==> src/design/cqo_pkg.sv <==
`timescale 1ns / 1ps

package cqo_pkg;

  localparam int DEF_MAX_ORBIT_STEPS = 63;
  localparam int DEF_FRACTION_BITS   = 20;

  localparam int STEP_W     = 6;
  localparam int LIMIT_W    = 23;
  localparam int CFG_IDX_W  = 2;
  localparam int CFG_DATA_W = 23;

  localparam logic [STEP_W-1:0]  MAX_STEPS_RESET    = 6'd63;
  localparam logic [LIMIT_W-1:0] ESCAPE_LIMIT_RESET = 23'd1000;

  localparam logic [CFG_IDX_W-1:0] REG_MAX_STEPS    = 2'd0;
  localparam logic [CFG_IDX_W-1:0] REG_ESCAPE_LIMIT = 2'd1;

  typedef struct packed {
    logic signed [31:0] c_real;
    logic signed [31:0] c_imag;
  } in_t;

  typedef struct packed {
    logic signed [31:0] point_real;
    logic signed [31:0] point_imag;
    logic [STEP_W-1:0]  step_index;
    logic               last;
    logic               escaped;
  } out_t;

  // Clamp a wide signed sum to the 32-bit signed range.
  function automatic logic signed [31:0] sat32(input logic signed [64:0] v);
    logic signed [64:0] hi;
    logic signed [64:0] lo;
    hi = 65'sh0_7FFF_FFFF;
    lo = -65'sh0_8000_0000;
    if (v > hi) begin
      sat32 = 32'sh7FFF_FFFF;
    end else if (v < lo) begin
      sat32 = 32'sh8000_0000;
    end else begin
      sat32 = v[31:0];
    end
  endfunction

endpackage

==> src/design/complex_quadratic_orbit.sv <==
`timescale 1ns / 1ps
// The start point appears in the cycle after a point is accepted; each further orbit
// point passes through the states CROSS, UPD, SQR, SQI and CHK in turn, as the single
// shared 32x32 multiplier (cross product, two squares) has a state per product.
// A new point is accepted only when idle, after the orbit (at most 63 iterations) ends.
// Results are strobed for one cycle; the receiver cannot stall them.
// Reset (rst_n low, synchronous) returns to idle: max_steps = 63, escape_limit = 1000.
module complex_quadratic_orbit #(
  parameter int MAX_ORBIT_STEPS = cqo_pkg::DEF_MAX_ORBIT_STEPS,
  parameter int FRACTION_BITS   = cqo_pkg::DEF_FRACTION_BITS
) (
  input  logic                           clk,
  input  logic                           rst_n,
  input  logic                           start,
  output logic                           busy,
  input  cqo_pkg::in_t                   in_data,
  output logic                           out_valid,
  output cqo_pkg::out_t                  out_data,
  input  logic                           cfg_valid,
  output logic                           cfg_ready,
  input  logic [cqo_pkg::CFG_IDX_W-1:0]  cfg_index,
  input  logic [cqo_pkg::CFG_DATA_W-1:0] cfg_data
);

  localparam int STEP_W  = cqo_pkg::STEP_W;
  localparam int LIMIT_W = cqo_pkg::LIMIT_W;
  localparam int SHIFT2F = 2 * FRACTION_BITS;
  localparam int CMP_W   = (LIMIT_W + SHIFT2F > 64) ? LIMIT_W + SHIFT2F : 64;

  localparam logic [2:0] S_IDLE  = 3'd0;
  localparam logic [2:0] S_CROSS = 3'd1;
  localparam logic [2:0] S_UPD   = 3'd2;
  localparam logic [2:0] S_SQR   = 3'd3;
  localparam logic [2:0] S_SQI   = 3'd4;
  localparam logic [2:0] S_CHK   = 3'd5;

  logic [2:0]               state_r, state_nxt;
  logic [STEP_W-1:0]        max_steps_r;
  logic [LIMIT_W-1:0]       esc_limit_r;
  logic [STEP_W-1:0]        lim_r, lim_nxt;
  logic [STEP_W-1:0]        step_r, step_nxt;
  logic signed [31:0]       cre_r, cim_r, cre_nxt, cim_nxt;
  logic signed [31:0]       re_r, im_r, re_nxt, im_nxt;
  logic signed [63:0]       prod_r, prod_nxt;
  logic signed [63:0]       acc_r, acc_nxt;
  logic signed [63:0]       re2_r, re2_nxt;
  logic signed [63:0]       im2_r, im2_nxt;
  logic                     out_valid_r, out_valid_nxt;
  cqo_pkg::out_t            out_data_r, out_data_nxt;

  logic signed [31:0]       mul_a, mul_b;
  logic signed [63:0]       mul_p;
  logic signed [64:0]       re_sum, im_sum;
  logic [63:0]              mag;
  logic [CMP_W-1:0]         mag_ext, lim_ext;
  logic                     esc;
  logic [STEP_W-1:0]        step_inc;
  logic [STEP_W-1:0]        lim_cfg;
  logic                     accept;

  assign accept    = start && (state_r == S_IDLE);
  assign busy      = (state_r != S_IDLE);
  assign cfg_ready = 1'b1;
  assign out_valid = out_valid_r;
  assign out_data  = out_data_r;

  assign lim_cfg = (max_steps_r > STEP_W'(MAX_ORBIT_STEPS)) ?
                   STEP_W'(MAX_ORBIT_STEPS) : max_steps_r;

  // The one multiplier, shared over the steps of an iteration.
  always_comb begin
    unique case (state_r)
      S_SQR:   begin mul_a = re_r; mul_b = re_r; end
      S_SQI:   begin mul_a = im_r; mul_b = im_r; end
      default: begin mul_a = re_r; mul_b = im_r; end
    endcase
  end
  assign mul_p = mul_a * mul_b;

  // Arithmetic right shifts round toward minus infinity.
  assign re_sum = 65'(acc_r >>> FRACTION_BITS) + 65'(cre_r);
  assign im_sum = 65'(prod_r >>> (FRACTION_BITS - 1)) + 65'(cim_r);

  // Both squares are nonnegative, so the sum fits 64 unsigned bits.
  assign mag     = unsigned'(re2_r) + unsigned'(prod_r);
  assign mag_ext = CMP_W'(mag);
  assign lim_ext = CMP_W'(esc_limit_r) << SHIFT2F;
  assign esc     = (mag_ext > lim_ext);
  assign step_inc = step_r + 1'b1;

  always_comb begin
    state_nxt     = state_r;
    lim_nxt       = lim_r;
    step_nxt      = step_r;
    cre_nxt       = cre_r;
    cim_nxt       = cim_r;
    re_nxt        = re_r;
    im_nxt        = im_r;
    prod_nxt      = prod_r;
    acc_nxt       = acc_r;
    re2_nxt       = re2_r;
    im2_nxt       = im2_r;
    out_valid_nxt = 1'b0;
    out_data_nxt  = out_data_r;
    unique case (state_r)
      S_IDLE: begin
        if (accept) begin
          cre_nxt  = in_data.c_real;
          cim_nxt  = in_data.c_imag;
          re_nxt   = '0;
          im_nxt   = '0;
          re2_nxt  = '0;
          im2_nxt  = '0;
          lim_nxt  = lim_cfg;
          step_nxt = '0;
          out_valid_nxt           = 1'b1;
          out_data_nxt.point_real = '0;
          out_data_nxt.point_imag = '0;
          out_data_nxt.step_index = '0;
          out_data_nxt.last       = (lim_cfg == '0);
          out_data_nxt.escaped    = 1'b0;
          state_nxt = (lim_cfg == '0) ? S_IDLE : S_CROSS;
        end
      end
      S_CROSS: begin
        prod_nxt  = mul_p;
        acc_nxt   = re2_r - im2_r;
        state_nxt = S_UPD;
      end
      S_UPD: begin
        re_nxt    = cqo_pkg::sat32(re_sum);
        im_nxt    = cqo_pkg::sat32(im_sum);
        state_nxt = S_SQR;
      end
      S_SQR: begin
        prod_nxt  = mul_p;
        state_nxt = S_SQI;
      end
      S_SQI: begin
        re2_nxt   = prod_r;
        prod_nxt  = mul_p;
        state_nxt = S_CHK;
      end
      S_CHK: begin
        // The squares are kept for the next iteration's real part.
        im2_nxt  = prod_r;
        step_nxt = step_inc;
        out_valid_nxt           = 1'b1;
        out_data_nxt.point_real = re_r;
        out_data_nxt.point_imag = im_r;
        out_data_nxt.step_index = step_inc;
        out_data_nxt.last       = esc || (step_inc == lim_r);
        out_data_nxt.escaped    = esc;
        state_nxt = (esc || (step_inc == lim_r)) ? S_IDLE : S_CROSS;
      end
      default: begin
        state_nxt = S_IDLE;
      end
    endcase
  end

  always_ff @(posedge clk) begin
    if (!rst_n) begin
      state_r     <= S_IDLE;
      out_valid_r <= 1'b0;
      max_steps_r <= cqo_pkg::MAX_STEPS_RESET;
      esc_limit_r <= cqo_pkg::ESCAPE_LIMIT_RESET;
    end else begin
      state_r     <= state_nxt;
      out_valid_r <= out_valid_nxt;
      if (cfg_valid && cfg_ready) begin
        priority if (cfg_index == cqo_pkg::REG_MAX_STEPS) begin
          max_steps_r <= cfg_data[STEP_W-1:0];
        end else if (cfg_index == cqo_pkg::REG_ESCAPE_LIMIT) begin
          esc_limit_r <= cfg_data[LIMIT_W-1:0];
        end else begin
          max_steps_r <= max_steps_r;
        end
      end
    end
  end

  always_ff @(posedge clk) begin
    lim_r      <= lim_nxt;
    step_r     <= step_nxt;
    cre_r      <= cre_nxt;
    cim_r      <= cim_nxt;
    re_r       <= re_nxt;
    im_r       <= im_nxt;
    prod_r     <= prod_nxt;
    acc_r      <= acc_nxt;
    re2_r      <= re2_nxt;
    im2_r      <= im2_nxt;
    out_data_r <= out_data_nxt;
  end

endmodule
==> config.mk <==
export PLATFORM = sky130hd
export DESIGN_NAME = complex_quadratic_orbit
export DESIGN_NICKNAME = d
export VERILOG_FILES = /design/src/design/cqo_pkg.sv /design/src/design/complex_quadratic_orbit.sv
export SDC_FILE = /design/constraint.sdc
export NUM_CORES = 2
export LEC_CHECK = 0
export ABC_CLOCK_PERIOD_IN_PS = 11580
export BUFFER_PORTS_ARGS = -buffer_cell sky130_fd_sc_hd__clkbuf_2
export CORE_MARGIN = 2
export CORE_UTILIZATION = 30
export DETAILED_ROUTE_END_ITERATION = 8
export SYNTH_ARGS = -nofsm -noshare
export SYNTH_HDL_FRONTEND = slang
export SYNTH_SLANG_ARGS = --single-unit
==> constraint.sdc <==
create_clock -name clk -period 11.58 [get_ports clk]
set_input_delay 3.474 -clock clk [delete_from_list [all_inputs] [get_ports clk]]
set_output_delay 3.474 -clock clk [all_outputs]
set_load 0.01 [all_outputs]
==> After elaboration in Yosys (flattened, before gate mapping) <==
Index checks and enable logic that the tools add are counted.
{ "totals": {"ff_bits": 501, "latchBits": 0, "ram_bits": 0, "rom_bits": 0, "in_bits": 93, "output_inout_bits": 75, "word_cells": 79, "n_memories": 0} }
{ "op_classes": {"n_addsub": 5, "multipliers": 1, "div": 0, "magnitude_cmp": 6, "eq_ne": 8, "shifts": 0, "mux": 23, "bitwise_logic": 1, "reduce_logical": 16} }
{ "op_table": {"columns": ["cell", "n"], "rows": [
  ["64-bit one-hot mux with 2 select lines", 2],
  ["32-bit 2-to-1 mux", 7],
  ["72-bit one-hot mux with 2 select lines", 1],
  ["32-bit one-hot mux with 2 select lines", 2],
  ["72-bit 2-to-1 mux", 1],
  ["64-bit adder", 1],
  ["64-bit by 63-bit greater-than comparator with 1-bit output", 1],
  ["32-bit by 32-bit multiplier with 64-bit output", 1],
  ["64-bit 2-to-1 mux", 1],
  ["64-bit subtractor", 1],
  ["45-bit by 32-bit adder with 46-bit output", 1],
  ["46-bit by 32-bit greater-than comparator with 1-bit output (second input constant)", 1],
  ["46-bit by 32-bit less-than comparator with 1-bit output (second input constant)", 1],
  ["44-bit by 32-bit adder with 45-bit output", 1],
  ["45-bit by 32-bit greater-than comparator with 1-bit output (second input constant)", 1],
  ["45-bit by 32-bit less-than comparator with 1-bit output (second input constant)", 1],
  ["3-bit one-hot mux with 6 select lines", 1],
  ["6-bit 2-to-1 mux", 2],
  ["6-bit one-hot mux with 2 select lines", 1],
  ["2-bit AND reduction", 5],
  ["6-bit by 1-bit adder with 6-bit output (second input constant)", 1],
  ["3-bit by 2-bit == test with 1-bit output (second input constant)", 2],
  ["3-bit == test (second input constant)", 2],
  ["6-bit == test", 1],
  ["other kinds (17)", 21]
]} }

==> Longest topological paths before layout <==
{ "logic_depth": {"depth_word": 6, "depth_mapped": 37, "ltp_nobuf": 32} }

==> Worst setup path before layout <==
OpenSTA, ideal clock, no wires.
{ "synth_timing": {"path_kind": "reg-to-reg", "from": "reg state_r[2]", "to": "reg prod_r[62] (data pin)", "setup_ps": 265, "arrival_time_ps": 9027, "required_time_ps": 11315, "path_slack_ps": 2288, "path_stages_with_launch": 36, "n_path_buf": 6, "synth_period_minus_slack_ps": 9292, "path_cell_list": "dfxtp_1 clkbuf_1 nand3b_1 clkbuf_1 buf_1 clkbuf_1 mux2i_1 clkbuf_1 nor2_1 fa_1 inv_1 fa_1 inv_1 fa_1 inv_1 fa_1 inv_1 fa_1 fa_1 fa_1 inv_1 fa_1 inv_1 ha_1 clkbuf_1 a21o_1 a21o_1 a21o_1 a221o_1 a21oi_1 o2111ai_1 a21oi_1 nor2_1 a31oi_1 o21ai_0 xor2_1"} }
{ "synth_via": {"elab_chain_cells": 3, "elab_cells_between_ends": 5, "classes_between": "1 x mul; 2 x eq/ne; 2 x mux"} }
{ "synth_lines": {"columns": ["item", "line_no", "source"], "rows": [
  ["start, declared", "complex_quadratic_orbit.sv:37", "logic [2:0] state_r, state_nxt;"],
  ["start signal, assigned", "complex_quadratic_orbit.sv:169", "state_r <= state_nxt;"],
  ["3-bit == test / 3-bit by 2-bit == test with 1-bit output (equally long branches)", "complex_quadratic_orbit.sv:72", "unique case (state_r)"],
  ["32-bit 2-to-1 mux", "complex_quadratic_orbit.sv:72", null],
  ["32-bit by 32-bit multiplier with 64-bit output (*)", "complex_quadratic_orbit.sv:78", "assign mul_p = mul_a * mul_b;"],
  ["net mul_p[62]", "complex_quadratic_orbit.sv:52", "logic signed [63:0] mul_p;"],
  ["end signal, assigned", "complex_quadratic_orbit.sv:190", "prod_r <= prod_nxt;"],
  ["end, declared", "complex_quadratic_orbit.sv:44", "logic signed [63:0] prod_r, prod_nxt;"]
]} }
The timed path passes the listed nets; every way through them passes the cells marked *.
A chain may end at the register's enable or synchronous reset.

==> Worst setup path in the final report <==
{ "layout_timing": {"from": "reg state_r[1]", "to": "reg prod_r[62] (data pin)"} }
The elaborated chain is that of the path after synthesis.

==> results.yml <==
cts:
  cts_sinks: 475
  clk_latency_ns: 0.70
  root_buffer: "clkbuf_16"
  post-cts-setup-buffers: 0
  htreeDepth: 2
  clockBufferDepth: 3
  cts_buffers: 56
  cts_hold_buf: 0
  ctsResizeCount: 0
  cts_tree: "built"
  path_clk_slew_ns: 0.06
outcome:
  violations: "max-capacitance violations"
  status: "finished, violations left"
global_routing:
  groute.usage.overall_pct: 20.28
  grt_pass1_vias: 51510
  grt_max_degree: 81
  antenna_found_initial: 9
  grt_overflow: 0
  grt_pass1_wl_mm: 335.9
synthesis:
  synth_largest_type_area_fraction_pct: 33.43
  synth.largest_area_cell: "fa_1"
  async_flop_share_pct: 0
  ys_seq_elements: 475
  synth-warning-count: 0
  syn_inst: 6728
  synth_area_leaders: "fa_1 33%, edfxtp_1 20%, ha_1 8.1%, inv_1 6.5%, nand2_1 4.8%"
  synthFlopType: "edfxtp_1"
  synth_cell_type_count: 96
  synth_edf_count: 442
  ys_seq_area_share_pct: 21.44
  syn_area_sq_mm: 0.06497
  syn-num-nets: 8328
  yosysMostFrequentCell: "inv_1"
  synth_common_cells: "1120 x inv_1, 1085 x fa_1, 828 x nand2_1"
  syn_area_per_cell_sq_um: 9.657
sta:
  timing.final.crit_share_pct: 92.75
  clock_skew_ns: 0.05383
  relSlewSlack_pct: 3.031
  hold_viol: 0
  min_period_ns: 10.74
  slew_viol_final: 0
  report.final.setup_viol: 0
  tns_ns: 0
  worstMarginPinSlew_ns: 1.418
  fmax_mhz: 93.10
  rsz0062_at_grt: "no"
detailed_routing:
  drc_errors: 0
  vias: 50120
  routed_wirelength_mm: 224.5
  drt-vias-per-instance: 5.161
  final_antenna_net_count: 0
  wl_per_cell_microns: 23.11
  drt_first_pass_iters: 6
  initialDrtViolationCount: 4411
setup_path:
  path_buf_inv: 3
  worstPathRequired_ns: 12.02
  worstSetupPathType: "flip-flop to flip-flop"
  cp_slowest_cell: "a21oi_1"
  endpoint_kind: "flip-flop"
  start_kind: "flip-flop"
  path_common_cell: "fa_1"
  cpPeakStageDelay_ns: 0.75
  cp_top_family: "adder cells"
  cp_max_fo: 54
  cp.arrival_ns: 11.18
floorplanning:
  fp.dieArea_sq_mm: 0.2203
  fp-row-count: 170
  die_w_microns: 469.4
  ioPinCount: 168
  start_util_pct: 30.21
  fp.dieH_microns: 469.4
  core_area_sq_mm: 0.2150
placed_design:
  port_buffers: 166
  place.gp.congestion: 0.9639
  dpl.hpwl_mm: 183.6
flow_run:
  maxCapViolCount: 1
hold_path:
  hold_class: "flip-flop to flip-flop"
final_layout:
  layout-drive-gt1-share_pct: 7.921
  nets: 8424
  area_growth_pct: 9.900
-- path summary, 6_finish.rpt --
| kind | start | to | slack (ns) | cells past startpoint |
|---|---|---|---|---|
| worst max-delay path | state_r[1] | prod_r[62] | 0.84 | 28 |
| worst min-delay path | max_steps_r[1] | lim_r[1] | 0.47 | 0 |
| worst min register to register | max_steps_r[1] | lim_r[1] | 0.47 | 0 |
| worst max register to register | state_r[1] | prod_r[62] | 0.84 | 28 |
-- registers in the layout, indices dropped and copies added (netlist names), 32 cells and up --
| name | flops |
|---|---|
| out_data | 66 |
| im_r | 32 |
| cre_r | 32 |
| prod_r | 64 |
| cim_r | 32 |
| im2_r | 64 |
| re2_r | 64 |
| acc_r | 44 |
| re_r | 32 |
-- cell families after synthesis --
logic type	after synthesis	synth area share [%]
XOR/XNOR	240	3.235
flip-flops	475	21.44
buffers and inverters	1381	8.103
AND/OR/NAND/NOR	2053	13.96
adder cells (fa/ha/maj)	1507	41.56
multiplexers	106	1.691
other	1	0.005771
AO/OA/AOI/OAI	965	10.01
-- stage by stage --
| step | hold slack [ns] | worst slack [ns] | instances | area [sq um] | util (%) |
|---|---|---|---|---|---|
| 2_1_floorplan | 0.4434 | 2.288 | 6728 | 64970 | - |
| 3_5_place_dp | 0.4516 | 1.167 | 9604 | 69540 | 32.34 |
| 5_1_grt | 0.4812 | 0.5627 | 9706 | 71390 | 33.20 |
| 3_3_place_gp | 0.4517 | 1.271 | 9604 | 69540 | 32.34 |
| 6_report | 0.4703 | 0.8394 | 9711 | 71410 | 33.21 |
| 4_1_cts | 0.4675 | 1.153 | 9706 | 71390 | 33.20 |
-- area by class of cell --
cell class              instances  area (sq um)
fillers                     22000        143600
multi-input cells            4872         46010
flip-flops and latches        475         13930
inverters                    1120          4205
well taps                    2838          3551
repair buffers                299          1842
clock buffers                  68          1531
clock inverters                34         322.8
diodes                          5         12.51
-- metal layers --
layer | up-vias | wire (microns) | track usage (%)
met2 | 2145 | 101600 | 31.97
met3 | 450 | 18140 | 3.429
met1 | 25600 | 93190 | 27.41
met5 | - | 35 | 0
met4 | 6 | 11480 | 8.791
li1 | 21920 | - | -
-- placed cells by master, fill, tap and decap left out, types with 11 or more instances in the layout --
master,instances
ha_1,422
clkbuf_2,166
buf_4,132
a211oi_1,35
dfxtp_1,32
mux2i_1,49
nand3_1,49
a21o_1,126
or3_1,15
o21bai_1,47
xor2_1,89
clkbuf_16,60
a221oi_1,15
o211ai_1,29
or2_2,16
and3_1,86
fa_1,1085
a21boi_0,32
nor2_1,684
mux2_2,30
a2111oi_0,11
o21ai_2,30
nor4_1,15
xnor2_1,151
nor3_1,48
a21oi_1,245
edfxtp_1,442
inv_1,1119
o31ai_1,41
o21a_1,42
nor2b_1,26
o21ai_0,155
nand2_1,822
mux2i_2,24
a31oi_1,33
nand2b_1,33
nand4_1,50
and2_1,148
Power is not shown: default switching activity piles up to over one toggle a cycle in this logic, so the estimate is an artifact.
